**src/design/i2cms_pkg.sv**
```systemverilog
// Shared types and constants for the I2C master bit sequencer.
`default_nettype none

package i2cms_pkg;

    localparam int BITS_PER_BYTE = 8;
    localparam int QUEUE_DEPTH_DEF = 2;
    localparam logic [15:0] PHASE_TICKS_RESET = 16'd720;

    localparam int S_TDATA_W = 24;
    localparam int S_TUSER_W = 4;
    localparam int M_TDATA_W = 24;

    typedef enum logic [2:0] {
        CMD_START   = 3'd0,
        CMD_STOP    = 3'd1,
        CMD_TX_BYTE = 3'd2,
        CMD_RX_BYTE = 3'd3,
        CMD_TX_ACK  = 3'd4,
        CMD_RX_ACK  = 3'd5,
        CMD_TX_WORD = 3'd6,
        CMD_RX_WORD = 3'd7
    } cmd_t;

    // one tick as classified by the front end
    typedef struct packed {
        logic        is_cmd;
        cmd_t        cmd;
        logic [15:0] load;
        logic        sda;
    } item_t;

endpackage

`default_nettype wire

```
**src/design/i2cms_front.sv**
```systemverilog
// Front end: unpacks incoming ticks and precomputes the shift register load value.
`default_nettype none

module i2cms_front
    import i2cms_pkg::*;
(
    input  wire logic                 s_tvalid,
    output logic                      s_tready,
    input  wire logic [S_TDATA_W-1:0] s_tdata,   // tx_data[15:0], ack_to_send, sda_in
    input  wire logic [S_TUSER_W-1:0] s_tuser,   // cmd_valid, func[2:0]
    output logic                      q_push,
    output item_t                     q_data,
    input  wire logic                 q_full
);

    cmd_t func;

    assign func     = cmd_t'(s_tuser[3:1]);
    assign s_tready = !q_full;
    assign q_push   = s_tvalid && !q_full;

    always_comb begin
        q_data.is_cmd = s_tuser[0];
        q_data.cmd    = func;
        q_data.sda    = s_tdata[17];
        unique case (func)
            CMD_TX_BYTE, CMD_TX_WORD: q_data.load = s_tdata[15:0];
            CMD_TX_ACK:               q_data.load = {15'd0, s_tdata[16]};
            default:                  q_data.load = 16'd0;
        endcase
    end

endmodule

`default_nettype wire

```
**src/design/i2cms_queue.sv**
```systemverilog
// Small register FIFO between the front end and the sequencer.
`default_nettype none

module i2cms_queue #(
    parameter int WIDTH = 8,
    parameter int DEPTH = 2
) (
    input  wire logic             aclk,
    input  wire logic             aresetn,
    input  wire logic             push,
    input  wire logic [WIDTH-1:0] push_data,
    output logic                  full,
    input  wire logic             pop,
    output logic      [WIDTH-1:0] pop_data,
    output logic                  empty
);

    localparam int PTR_W = $clog2(DEPTH);
    localparam int CNT_W = $clog2(DEPTH + 1);
    localparam logic [PTR_W-1:0] PTR_LAST = PTR_W'(DEPTH - 1);
    localparam logic [CNT_W-1:0] CNT_FULL = CNT_W'(DEPTH);

    logic [WIDTH-1:0] mem_reg [DEPTH];
    logic [PTR_W-1:0] wr_ptr_reg, wr_ptr_next;
    logic [PTR_W-1:0] rd_ptr_reg, rd_ptr_next;
    logic [CNT_W-1:0] count_reg, count_next;

    assign full     = (count_reg == CNT_FULL);
    assign empty    = (count_reg == '0);
    assign pop_data = mem_reg[rd_ptr_reg];

    always_comb begin
        wr_ptr_next = wr_ptr_reg;
        rd_ptr_next = rd_ptr_reg;
        count_next  = count_reg;
        if (push) begin
            wr_ptr_next = (wr_ptr_reg == PTR_LAST) ? '0 : wr_ptr_reg + 1'b1;
        end
        if (pop) begin
            rd_ptr_next = (rd_ptr_reg == PTR_LAST) ? '0 : rd_ptr_reg + 1'b1;
        end
        if (push && !pop) begin
            count_next = count_reg + 1'b1;
        end else if (pop && !push) begin
            count_next = count_reg - 1'b1;
        end
    end

    always_ff @(posedge aclk) begin
        if (!aresetn) begin
            wr_ptr_reg <= '0;
            rd_ptr_reg <= '0;
            count_reg  <= '0;
        end else begin
            wr_ptr_reg <= wr_ptr_next;
            rd_ptr_reg <= rd_ptr_next;
            count_reg  <= count_next;
        end
    end

    always_ff @(posedge aclk) begin
        if (push) begin
            mem_reg[wr_ptr_reg] <= push_data;
        end
    end

endmodule

`default_nettype wire

```
**src/design/i2cms_back.sv**
```systemverilog
// Back end: pin action sequencer, phase timer and result register.
`default_nettype none

module i2cms_back
    import i2cms_pkg::*;
(
    input  wire logic                 aclk,
    input  wire logic                 aresetn,
    input  wire logic                 cfg_wr_en,
    input  wire logic [15:0]          cfg_wr_data,
    input  wire logic                 q_empty,
    input  wire item_t                q_data,
    output logic                      q_pop,
    output logic                      m_tvalid,
    input  wire logic                 m_tready,
    output logic      [M_TDATA_W-1:0] m_tdata
);

    localparam int B3 = 3 * BITS_PER_BYTE;
    localparam logic [3:0] LO_TOP = 4'(BITS_PER_BYTE - 1);
    localparam logic [3:0] HI_TOP = 4'(2 * BITS_PER_BYTE - 1);
    localparam logic [5:0] B3_6 = 6'(B3);

    typedef enum logic [1:0] {
        ACT_SCL,
        ACT_SDA,
        ACT_RD,
        ACT_RACK
    } act_kind_t;

    typedef struct packed {
        act_kind_t  kind;
        logic       level;
        logic       from_shift;
        logic [3:0] pos;
    } act_t;

    // idx / 3 for idx < 64 via reciprocal multiply
    function automatic logic [5:0] div3(input logic [5:0] idx);
        logic [12:0] prod;
        prod = 13'(idx) * 13'd43;
        return prod[12:7];
    endfunction

    function automatic act_t tx_act(input logic [5:0] idx, input logic [3:0] top);
        logic [5:0] j;
        logic [5:0] r;
        act_t a;
        j = div3(idx);
        r = idx - 6'(3 * j);
        a.pos = top - j[3:0];
        if (r == 6'd0) begin
            a.kind = ACT_SDA;
            a.level = 1'b0;
            a.from_shift = 1'b1;
        end else begin
            a.kind = ACT_SCL;
            a.level = (r == 6'd1);
            a.from_shift = 1'b0;
        end
        return a;
    endfunction

    function automatic act_t rx_act(input logic [5:0] idx, input logic [3:0] top);
        logic [5:0] j;
        logic [5:0] r;
        act_t a;
        j = div3(idx);
        r = idx - 6'(3 * j);
        a.pos = top - j[3:0];
        a.from_shift = 1'b0;
        if (r == 6'd1) begin
            a.kind = ACT_RD;
            a.level = 1'b0;
        end else begin
            a.kind = ACT_SCL;
            a.level = (r == 6'd0);
        end
        return a;
    endfunction

    function automatic act_t fixed_act(input act_kind_t kind, input logic level);
        act_t a;
        a.kind = kind;
        a.level = level;
        a.from_shift = 1'b0;
        a.pos = 4'd0;
        return a;
    endfunction

    function automatic act_t rack_act(input logic [5:0] i);
        act_t a;
        priority if (i == 6'd0) a = fixed_act(ACT_SDA, 1'b1);
        else if (i == 6'd1)     a = fixed_act(ACT_SCL, 1'b1);
        else if (i == 6'd2)     a = fixed_act(ACT_RACK, 1'b0);
        else                    a = fixed_act(ACT_SCL, 1'b0);
        return a;
    endfunction

    function automatic act_t decode(input cmd_t cmd, input logic [5:0] idx);
        act_t a;
        unique case (cmd)
            CMD_START: begin
                priority if (idx == 6'd0) a = fixed_act(ACT_SDA, 1'b1);
                else if (idx == 6'd1)     a = fixed_act(ACT_SCL, 1'b1);
                else if (idx == 6'd2)     a = fixed_act(ACT_SDA, 1'b0);
                else                      a = fixed_act(ACT_SCL, 1'b0);
            end
            CMD_STOP: begin
                priority if (idx == 6'd0) a = fixed_act(ACT_SDA, 1'b0);
                else if (idx == 6'd1)     a = fixed_act(ACT_SCL, 1'b1);
                else                      a = fixed_act(ACT_SDA, 1'b1);
            end
            CMD_TX_BYTE: a = tx_act(idx, LO_TOP);
            CMD_RX_BYTE: begin
                if (idx == 6'd0) a = fixed_act(ACT_SDA, 1'b1);
                else             a = rx_act(idx - 6'd1, LO_TOP);
            end
            CMD_TX_ACK: begin
                if (idx == 6'd0) begin
                    a = fixed_act(ACT_SDA, 1'b0);
                    a.from_shift = 1'b1;
                end else begin
                    a = fixed_act(ACT_SCL, idx == 6'd1);
                end
            end
            CMD_RX_ACK: a = rack_act(idx);
            CMD_TX_WORD: begin
                priority if (idx < B3_6)    a = tx_act(idx, HI_TOP);
                else if (idx < B3_6 + 6'd4) a = rack_act(idx - B3_6);
                else                        a = tx_act(idx - B3_6 - 6'd4, LO_TOP);
            end
            CMD_RX_WORD: begin
                priority if (idx == 6'd0)        a = fixed_act(ACT_SDA, 1'b1);
                else if (idx < B3_6 + 6'd1)      a = rx_act(idx - 6'd1, HI_TOP);
                else if (idx == B3_6 + 6'd1)     a = fixed_act(ACT_SDA, 1'b0);
                else if (idx == B3_6 + 6'd2)     a = fixed_act(ACT_SCL, 1'b1);
                else if (idx == B3_6 + 6'd3)     a = fixed_act(ACT_SCL, 1'b0);
                else if (idx == B3_6 + 6'd4)     a = fixed_act(ACT_SDA, 1'b1);
                else                             a = rx_act(idx - B3_6 - 6'd5, LO_TOP);
            end
            default: a = fixed_act(ACT_SCL, 1'b0);
        endcase
        return a;
    endfunction

    function automatic logic [5:0] seq_len(input cmd_t cmd);
        logic [5:0] n;
        unique case (cmd)
            CMD_START:   n = 6'd4;
            CMD_STOP:    n = 6'd3;
            CMD_TX_BYTE: n = B3_6;
            CMD_RX_BYTE: n = B3_6 + 6'd1;
            CMD_TX_ACK:  n = 6'd3;
            CMD_RX_ACK:  n = 6'd4;
            CMD_TX_WORD: n = 6'(2 * B3 + 4);
            CMD_RX_WORD: n = 6'(2 * B3 + 5);
            default:     n = 6'd4;
        endcase
        return n;
    endfunction

    logic [15:0]          phase_reg;
    logic [15:0]          tick_reg, tick_next;
    logic [5:0]           step_reg, step_next;
    cmd_t                 cmd_reg, cmd_next;
    logic [15:0]          shift_reg, shift_next;
    logic                 scl_reg, scl_next;
    logic                 sda_reg, sda_next;
    logic                 ack_reg, ack_next;
    logic                 busy_reg, busy_next;
    logic                 done_next;
    logic                 m_tvalid_reg;
    logic [M_TDATA_W-1:0] m_tdata_reg, m_tdata_next;

    logic [15:0] ph;
    logic [16:0] tick_inc;
    logic [5:0]  step_inc;
    act_t        act;
    logic [15:0] rx_out;

    assign q_pop    = !q_empty && (!m_tvalid_reg || m_tready);
    assign m_tvalid = m_tvalid_reg;
    assign m_tdata  = m_tdata_reg;
    assign ph       = (phase_reg == 16'd0) ? 16'd1 : phase_reg;

    always_comb begin
        cmd_next   = cmd_reg;
        shift_next = shift_reg;
        tick_next  = tick_reg;
        step_next  = step_reg;
        busy_next  = busy_reg;
        scl_next   = scl_reg;
        sda_next   = sda_reg;
        ack_next   = ack_reg;
        done_next  = 1'b0;

        if (!busy_reg && q_data.is_cmd) begin
            cmd_next   = q_data.cmd;
            shift_next = q_data.load;
            busy_next  = 1'b1;
            step_next  = 6'd0;
            tick_next  = 16'd0;
        end

        act      = decode(cmd_next, step_next);
        tick_inc = {1'b0, tick_next} + 17'd1;
        step_inc = step_next + 6'd1;

        if (busy_next) begin
            if (tick_next == 16'd0) begin
                unique case (act.kind)
                    ACT_SCL: scl_next = act.level;
                    ACT_SDA: sda_next = act.from_shift ? shift_next[act.pos] : act.level;
                    ACT_RD: begin
                        if (q_data.sda) shift_next[act.pos] = 1'b1;
                    end
                    ACT_RACK: ack_next = q_data.sda;
                    default: ;
                endcase
            end
            if (tick_inc >= {1'b0, ph}) begin
                tick_next = 16'd0;
                step_next = step_inc;
                if (step_inc >= seq_len(cmd_next)) begin
                    busy_next = 1'b0;
                    done_next = 1'b1;
                    step_next = 6'd0;
                end
            end else begin
                tick_next = tick_inc[15:0];
            end
        end

        rx_out = (cmd_next == CMD_RX_BYTE || cmd_next == CMD_RX_WORD) ? shift_next : 16'd0;
        // scl, sda, busy, done, rx_data[15:0], ack_received
        m_tdata_next = {3'd0, ack_next, rx_out, done_next, busy_next, sda_next, scl_next};
    end

    always_ff @(posedge aclk) begin
        if (!aresetn) begin
            phase_reg    <= PHASE_TICKS_RESET;
            tick_reg     <= 16'd0;
            step_reg     <= 6'd0;
            cmd_reg      <= CMD_START;
            shift_reg    <= 16'd0;
            scl_reg      <= 1'b1;
            sda_reg      <= 1'b1;
            ack_reg      <= 1'b1;
            busy_reg     <= 1'b0;
            m_tvalid_reg <= 1'b0;
        end else begin
            if (cfg_wr_en) begin
                phase_reg <= cfg_wr_data;
            end
            if (q_pop) begin
                tick_reg  <= tick_next;
                step_reg  <= step_next;
                cmd_reg   <= cmd_next;
                shift_reg <= shift_next;
                scl_reg   <= scl_next;
                sda_reg   <= sda_next;
                ack_reg   <= ack_next;
                busy_reg  <= busy_next;
            end
            if (q_pop) begin
                m_tvalid_reg <= 1'b1;
            end else if (m_tready) begin
                m_tvalid_reg <= 1'b0;
            end
        end
    end

    always_ff @(posedge aclk) begin
        if (q_pop) begin
            m_tdata_reg <= m_tdata_next;
        end
    end

endmodule

`default_nettype wire

```
**src/design/i2c_master_bit_sequencer.sv**
```systemverilog
// I2C master bit sequencer: one input transaction per clock tick unless stalled, one result per tick.
//
// Usage: each slave-side transaction is one bus tick carrying the sampled SDA level
// and, when cmd_valid is set in tuser, a command (start, stop, byte/word send or
// receive, ack send or receive). While idle the block latches a command and plays
// its pin actions, each held for phase_ticks ticks. Every input transaction yields
// exactly one master-side result: SCL/SDA drive levels, busy, done, received data
// and received ack, reflecting the sequencer state after that tick.
// Throughput: one transaction per cycle in both directions while the receiver takes
// results. An accepted input transaction is registered in the queue, then the
// sequencer step loads its result into the output register.
// When the receiver stalls, the output register holds its result and the queue
// fills; s_tready drops only once the queue is full. Commands arriving while busy
// are ignored. Reset (aresetn low, synchronous) empties the queue, releases both
// lines, sets phase_ticks to 720 and returns to idle.
// cfg_wr_en writes phase_ticks at once; a value of zero acts as one.
`default_nettype none

module i2c_master_bit_sequencer
    import i2cms_pkg::*;
#(
    parameter int QUEUE_DEPTH = QUEUE_DEPTH_DEF
) (
    input  wire logic                 aclk,
    input  wire logic                 aresetn,
    input  wire logic                 cfg_wr_en,
    input  wire logic [15:0]          cfg_wr_data,  // phase_ticks
    input  wire logic                 s_tvalid,
    output logic                      s_tready,
    input  wire logic [S_TDATA_W-1:0] s_tdata,      // tx_data[15:0], ack_to_send, sda_in
    input  wire logic [S_TUSER_W-1:0] s_tuser,      // cmd_valid, func[2:0]
    output logic                      m_tvalid,
    input  wire logic                 m_tready,
    // scl_level, sda_level, busy_res, done_res, rx_data[15:0], ack_received
    output logic      [M_TDATA_W-1:0] m_tdata
);

    localparam int ITEM_W = $bits(item_t);

    logic  q_push;
    item_t q_in;
    logic  q_full;
    logic  q_pop;
    logic  q_empty;
    logic [ITEM_W-1:0] q_out_bits;

    i2cms_front u_front (
        .s_tvalid (s_tvalid),
        .s_tready (s_tready),
        .s_tdata  (s_tdata),
        .s_tuser  (s_tuser),
        .q_push   (q_push),
        .q_data   (q_in),
        .q_full   (q_full)
    );

    i2cms_queue #(
        .WIDTH (ITEM_W),
        .DEPTH (QUEUE_DEPTH)
    ) u_queue (
        .aclk      (aclk),
        .aresetn   (aresetn),
        .push      (q_push),
        .push_data (q_in),
        .full      (q_full),
        .pop       (q_pop),
        .pop_data  (q_out_bits),
        .empty     (q_empty)
    );

    i2cms_back u_back (
        .aclk        (aclk),
        .aresetn     (aresetn),
        .cfg_wr_en   (cfg_wr_en),
        .cfg_wr_data (cfg_wr_data),
        .q_empty     (q_empty),
        .q_data      (item_t'(q_out_bits)),
        .q_pop       (q_pop),
        .m_tvalid    (m_tvalid),
        .m_tready    (m_tready),
        .m_tdata     (m_tdata)
    );

endmodule

`default_nettype wire

```
**config.mk**
```make
export PLATFORM = sky130hd
export DESIGN_NAME = i2c_master_bit_sequencer
export DESIGN_NICKNAME = d
export VERILOG_FILES = /design/src/design/i2cms_pkg.sv /design/src/design/i2cms_front.sv /design/src/design/i2cms_queue.sv /design/src/design/i2cms_back.sv /design/src/design/i2c_master_bit_sequencer.sv
export SDC_FILE = /design/constraint.sdc
export NUM_CORES = 1
export LEC_CHECK = 0
export BUFFER_PORTS_ARGS = -buffer_cell sky130_fd_sc_hd__buf_4
export CORE_MARGIN = 5
export CORE_UTILIZATION = 57
export CTS_BUF_LIST = sky130_fd_sc_hd__clkbuf_8
export CTS_CLUSTER_SIZE = 30
export DETAILED_ROUTE_END_ITERATION = 8
export PLACE_DENSITY = 0.82
export SYNTH_ARGS = -nofsm -noshare
export SYNTH_HDL_FRONTEND = slang
export SYNTH_SLANG_ARGS = --single-unit
```
**constraint.sdc**
```tcl
create_clock -name aclk -period 24.4 [get_ports aclk]
set_clock_uncertainty 0.2 [all_clocks]
set_input_delay 4.88 -clock aclk [delete_from_list [all_inputs] [get_ports aclk]]
set_output_delay 4.88 -clock aclk [all_outputs]
set_load 0.02 [all_outputs]
```
==> out/summary.txt, run 1 <==
STATUS
------------------------------------------------------------------------------------------
Outcome                                                                       complete, no violations

CLOCK NETWORK
------------------------------------------------------------------------------------------
Clock insertion delay at the later pin of the skew report                          0.45 ns
TritonCTS clock tree                                                                  done
Number of resized instances in the post-cts repair step                                  0
Setup bufs post-CTS                                                                      0
Clock edge transition at the registers on the reported setup and hold paths        0.08 ns
Largest buffer count on any clock path                                                   2
Number of buffers created by CTS                                                        17
Clock sink count                                                                       130
Max H-tree Level                                                                         4
Root buf cell                                                                     clkbuf_8
Quantity of hold-fixing buffers added after cts                                          0

TIMING
------------------------------------------------------------------------------------------
Final setup vio count                                                                    0
F_max                                                                              101 MHz
Setup repair after global routing missed its margin                                  false
Sum of negative setup slack                                                           0 ns
Hold WS                                                                           0.275 ns
Post-layout minimum cycle time                                                     9.91 ns
Final clock period utilization by the worst path                                     40.6%
Worst slew pin tran                                                                1.30 ns
Final Worst Setup Slack                                                           14.49 ns
Final Max Tran Viols                                                                     0
Worst rel slew slack                                                                 12.9%
Final Hold Violating Endpoints                                                           0

GLOBAL ROUTING
------------------------------------------------------------------------------------------
Pin count of the biggest net entering global routing                                    75
Global route total overflow                                                              0
Initial antenna violation count                                                          0
Wire length of the first global-routing pass                                      46500 um
Via count of the first global-routing pass                                            9592
Total routing resource utilization after global routing                              23.3%

WORST SETUP PATH
------------------------------------------------------------------------------------------
Largest fanout on the critical path                                                     70
Crit path max-delay family                                                     adder cells
Worst EP arrival                                                                   9.97 ns
Data required time at the worst endpoint                                          24.46 ns
Crit path buf inv count                                                                  6
Kind of critical path                                                         flip-flop to flip-flop
Crit path largest cell delay                                                       0.60 ns
CP max-delay cell                                                                    buf_4
CP endpoint kind                                                                 flip-flop
Worst setup slack for register-to-register paths                                  14.49 ns
Startpoint class of the critical path                                            flip-flop

DIE
------------------------------------------------------------------------------------------
Die outline area                                                                0.0237 mm2
Row Count                                                                               52
Floorplan die height                                                                154 um
Starting density of the core                                                         58.2%
Top-Level Pins                                                                          75
X dimension of the die                                                              154 um
Area of the core                                                                0.0203 mm2

PLACEMENT
------------------------------------------------------------------------------------------
Last weighted congestion value of the routability-driven placer                      0.973
IO Port Bufs                                                                            65
Worst slack at placement                                                          14.57 ns
Detailed Place HPWL                                                               20900 um

SYNTHESIS
------------------------------------------------------------------------------------------
Synth cell types                                                                        87
Total number of yosys warnings                                                           0
Flip-flop and latch count after synthesis                                              130
Dominant synthesized flop cell                                                     dfxtp_1
Post-synth design cell area                                                     0.0118 mm2
Share of async-settable or async-resettable flops after synthesis                       0%
Syn Inst Count                                                                        1343
Average instance area after synthesis                                             8.80 um2
Number of enable flip-flop cells after synthesis                                        63
Fraction of the yosys area taken by sequential cells                                 27.3%

ROUTE
------------------------------------------------------------------------------------------
Detailed-route vias per instance                                                      6.07
Residual DRC count                                                                       0
Antenna viol nets, final                                                                 0
Detailed-router iteration count before antenna repair                                    5
Vias                                                                                 10075
Wire per inst                                                                      16.7 um
Final wirelength                                                                  27800 um
Detailed router's first-iteration violation count                                      920

FINISH
------------------------------------------------------------------------------------------
Fraction of final layout cells with drive strength greater than 1                    9.35%
Flip-flop count of the largest register, all copies and words added                     42
Total number of nets in the final design                                              1615
Area Growth Syn to Fin                                                               8.61%
Antenna Cells                                                                            0

HOLD PATH
------------------------------------------------------------------------------------------
Path type of the worst min-delay path                                         flip-flop to flip-flop

FLOW RUN
------------------------------------------------------------------------------------------
Total of max-cap violations                                                              0

[metal layers]
| layer | vias to the layer above | global-route usage [%] | share of wire, % |
|---|---|---|---|
| met3 | 60 | 3.29 | 6.0 |
| met4 | 0 | 7.40 | 2.5 |
| met1 | 4786 | 31.3 | 44 |
| li1 | 4871 | - | - |
| met2 | 358 | 38.9 | 47 |
| met5 | - | 0 | 0 |
[per-stage QoR]
step / area, um2 / utilization (%) / cells
2_1_floorplan: 11800 / - / 1345
6_report: 12800 / 63.2 / 1661
3_3_place_gp: 12500 / 61.4 / 1629
3_5_place_dp: 12500 / 61.4 / 1629
4_1_cts: 12800 / 63.2 / 1661
5_1_grt: 12800 / 63.2 / 1661
[path summary, 6_finish.rpt]
path,depth (start not counted),from,endpoint
worst max-delay path,29,flip-flop,u_back.m_tdata[5]$_SDFFCE_PN0P_
worst min-delay path,2,u_back.scl_reg$_SDFFE_PN1P_,u_back.scl_reg$_SDFFE_PN1P_
worst max register to register,29,flip-flop,u_back.m_tdata[5]$_SDFFCE_PN0P_
worst min register to register,2,u_back.scl_reg$_SDFFE_PN1P_,u_back.scl_reg$_SDFFE_PN1P_
[cells in the final DEF (no fill, tap or decap), types with 6 or more instances in the layout]
cell and instances:
a21boi_0 23, buf_4 71, a2111oi_0 6, a21oi_1 56, and2_1 34, and3_1 16
inv_1 127, nand4_1 12, nor4_1 13, o31ai_1 7, o21a_1 17, ha_1 158
or3_1 14, mux2i_1 40, dfxtp_1 67, nor2_1 83, a21o_1 18, o211ai_1 16
nand2_1 98, nor3_1 23, nand2b_1 11, edfxtp_1 63, a31oi_1 23, nand3_1 59
xnor2_1 40, nand3b_1 10, clkbuf_8 17, nor2b_1 23, fa_1 30, xor2_1 25
or4_1 6, o21ai_0 69
[cells by family (layout without fill, tap and decap cells)]
family | Yosys count | in the layout | synth area share [%]
flops | 130 | 130 | 27.3
xor+xnor | 67 | 67 | 5.21
mux | 46 | 46 | 3.99
compound gates | 298 | 298 | 17.0
simple gates | 426 | 426 | 18.5
fa+ha+maj | 188 | 188 | 21.8
other cells | 1 | 3 | 0.0317
buf+inv | 187 | 233 | 6.13
[tightest hold or removal path: stages (launching register included)]
cell     delay, ns
dfxtp_1       0.33
mux2i_1       0.06
nand2_1       0.06
[Yosys cell counts (11+ instances only)]
master / instances / area share (%)
inv_1: 126 / 4.0
a21oi_1: 56 / 2.4
a21o_1: 18 / 1.1
a31oi_1: 23 / 1.2
nor2_1: 84 / 2.7
nand2_1: 98 / 3.1
nor4_1: 14 / 0.74
o21ai_0: 69 / 2.9
xnor2_1: 40 / 3.0
fa_1: 30 / 5.1
o21a_1: 17 / 1.1
o211ai_1: 16 / 1.0
clkbuf_1: 46 / 1.5
nor2b_1: 23 / 1.2
nor3_1: 23 / 0.97
mux2i_1: 40 / 3.4
dfxtp_1: 67 / 11
nand4_1: 12 / 0.64
a21boi_0: 23 / 1.5
or3_1: 14 / 0.74
ha_1: 158 / 17
and3_1: 16 / 0.85
edfxtp_1: 63 / 16
and2_1: 34 / 1.8
nand3_1: 59 / 2.5
xor2_1: 25 / 1.9
nand2b_1: 11 / 0.58
[layout make-up]
| type | count | area [um2] |
|---|---|---|
| Timing Repair Buffer | 71 | 533 |
| Multi-Input combinational cell | 1028 | 7880 |
| Fill cell | 1706 | 7460 |
| Inverter | 130 | 488 |
| Tap cell | 270 | 338 |
| Clock inverter | 15 | 133 |
| Sequential cell | 130 | 3230 |
| Clock buffer | 17 | 234 |
Power of run 1 is not shown: default switching activity piles up to over one toggle a cycle in this logic, so the estimate is an artifact.
==> run 2, diff against run 1 <==
==> constraint.sdc (replaced) <==
create_clock -name aclk -period 9.5 [get_ports aclk]
set_clock_uncertainty 0.2 [all_clocks]
set_input_delay 1.9 -clock aclk [delete_from_list [all_inputs] [get_ports aclk]]
set_output_delay 1.9 -clock aclk [all_outputs]
set_load 0.02 [all_outputs]
==> out/summary.txt, run 2 (synthesized netlist as in run 1, its figures left out) <==
ROUTE
------------------------------------------------------------------------------------------
Met3 layer wire length in the routed design                                        1650 um   -0.12%
Wire per inst                                                                      16.8 um   +0.42%
Final wirelength                                                                  28000 um   +0.79%
Met2 Wirelength                                                                   13200 um   +1.1%
Residual DRC count                                                                       0   unchanged
Highest routed layer                                                                  met4
Detailed-route vias per instance                                                      6.05   -0.27%
Antenna viol nets, final                                                                 0   unchanged
Vias                                                                                 10084   +0.089%
Detailed-router iteration count before antenna repair                                    6   +1
Detailed-routing wirelength on met1                                               12300 um   -0.14%
Detailed router's first-iteration violation count                                      878   -4.6%

HOLD PATH
------------------------------------------------------------------------------------------
Path type of the worst min-delay path                                         flip-flop to flip-flop
Hold path cells                                                                          2   unchanged

DIE
------------------------------------------------------------------------------------------
Starting density of the core                                                         58.2%   unchanged
Row Count                                                                               52   unchanged
X dimension of the die                                                              154 um   unchanged
Floorplan die height                                                                154 um   unchanged
Top-Level Pins                                                                          75   unchanged
Die outline area                                                                0.0237 mm2   unchanged
Area of the core                                                                0.0203 mm2   unchanged

FINISH
------------------------------------------------------------------------------------------
Number of fill cells                                                                  1726   +1.2%
Commonest non-fill, non-tap cell in the layout                                        ha_1
Commonest cells after routing, fill and taps aside                            ha_1 (158), inv_1 (128), nand2_1 (98)
Total number of nets in the final design                                              1621   +0.37%
Fraction of final layout cells with drive strength greater than 1                    9.66%   +0.32 points
Footprint of the flip-flops and latches                                        0.00323 mm2   unchanged
Antenna Cells                                                                            0   unchanged
Flip-flop count of the largest register, all copies and words added                     42   unchanged
Area used by multi-input combinational logic                                   0.00788 mm2   unchanged
Area Growth Syn to Fin                                                               9.15%

TIMING
------------------------------------------------------------------------------------------
Sum of negative setup slack                                                           0 ns   unchanged
Final clock period utilization by the worst path                                     93.5%   +53 points
F_max                                                                              113 MHz   +12%
Setup repair after global routing missed its margin                                  false
Worst slew pin tran                                                                1.30 ns   +0.00241 ns
Final Hold Violating Endpoints                                                           0   unchanged
Worst rel slew slack                                                                 12.7%   -0.16 points
Post-layout minimum cycle time                                                     8.88 ns   -1.03 ns
Final setup vio count                                                                    0   unchanged
Final Max Tran Viols                                                                     0   unchanged

GLOBAL ROUTING
------------------------------------------------------------------------------------------
Pin count of the biggest net entering global routing                                    75   unchanged
Global route total overflow                                                              0   unchanged
Wire length of the first global-routing pass                                      46200 um   -0.53%
Total routing resource utilization after global routing                              23.0%   -0.27 points
Via count of the first global-routing pass                                            9639   +0.49%
Initial antenna violation count                                                          0   unchanged

CLOCK NETWORK
------------------------------------------------------------------------------------------
Number of resized instances in the post-cts repair step                                  0   unchanged
Quantity of hold-fixing buffers added after cts                                          0   unchanged
Root buf cell                                                                     clkbuf_8
Number of buffers created by CTS                                                        17   unchanged
Clock edge transition at the registers on the reported setup and hold paths        0.07 ns   about the same
TritonCTS clock tree                                                                  done
Setup bufs post-CTS                                                                      0   unchanged
Clock sink count                                                                       130   unchanged
Clock insertion delay at the later pin of the skew report                          0.43 ns   -0.02 ns
Largest buffer count on any clock path                                                   2   unchanged
Max H-tree Level                                                                         4   unchanged

PLACEMENT
------------------------------------------------------------------------------------------
IO Port Bufs                                                                            65   unchanged
Detailed Place HPWL                                                               21100 um   +0.98%
Last weighted congestion value of the routability-driven placer                      0.970   -0.32%

STATUS
------------------------------------------------------------------------------------------
Outcome                                                                       complete, no violations

WORST SETUP PATH
------------------------------------------------------------------------------------------
Kind of critical path                                                         flip-flop to flip-flop
Number of cells on the worst reg-to-reg path                                            28   -3.4%
Startpoint class of the critical path                                            flip-flop
Data required time at the worst endpoint                                           9.59 ns   -14.87 ns
CP max-delay cell                                                                  xnor2_1
Crit path largest cell delay                                                       0.58 ns   -0.02 ns
Worst EP arrival                                                                   8.97 ns   -1.00 ns
Largest fanout on the critical path                                                     15   -79%
Most common cell on crit path                                                         ha_1
CP endpoint kind                                                                 flip-flop

FLOW RUN
------------------------------------------------------------------------------------------
Total of max-cap violations                                                              0   unchanged

[run 2: final timing paths]
| check | from | end | slack, ns |
|---|---|---|---|
| hold reg to reg | u_back.scl_reg$_SDFFE_PN1P_ | u_back.scl_reg$_SDFFE_PN1P_ | 0.28 |
| hold / removal | u_back.scl_reg$_SDFFE_PN1P_ | u_back.scl_reg$_SDFFE_PN1P_ | 0.28 |
| setup reg to reg | u_queue.mem_reg[0][20]$_DFFE_PP_ | u_back.scl_reg$_SDFFE_PN1P_ | 0.62 |
| setup / recovery | u_queue.mem_reg[0][20]$_DFFE_PP_ | u_back.scl_reg$_SDFFE_PN1P_ | 0.62 |
[run 2: area by class of cell]
class / count / share of cell area (%)
multi-input combinational: 1028 / 61.1
timing repair buffer: 77 / 4.48
inverter: 130 / 3.78
tap: 270 / 2.62
clock inverter: 14 / 1.07
clock buffer: 18 / 1.92
sequential: 130 / 25.1
[run 2: metrics by stage]
stage               cell area, um2  utilization [%]  cells  worst slack [ns]  hold slack, ns
floorplan                    11800                -   1345             0.264           0.236
global placement             12500             61.7   1635             0.796           0.249
detailed placement           12500             61.7   1635             0.764           0.260
CTS                          12900             63.6   1667             0.694           0.278
global route                 12900             63.6   1667           0.00994           0.306
finish                       12900             63.6   1667             0.619           0.276
[run 2: worst max-delay path: cells and delay by family, from the launching register on]
family / cells / cell delay [ns]
compound gates: 7 / 1.60
fa+ha+maj: 7 / 2.68
xor+xnor: 3 / 1.44
mux: 2 / 0.58
flops: 1 / 0.41
simple gates: 6 / 1.58
buf+inv: 3 / 0.22
[run 2: metal layers]
layer  vias to the layer above  global-route usage (%)
li1                       4894                       -
met1                      4757                    30.6
met2                       358                    38.9
met3                        75                    3.01
met4                         0                    7.70
met5                         -                       0
Power of run 2 is left out for the same reason.
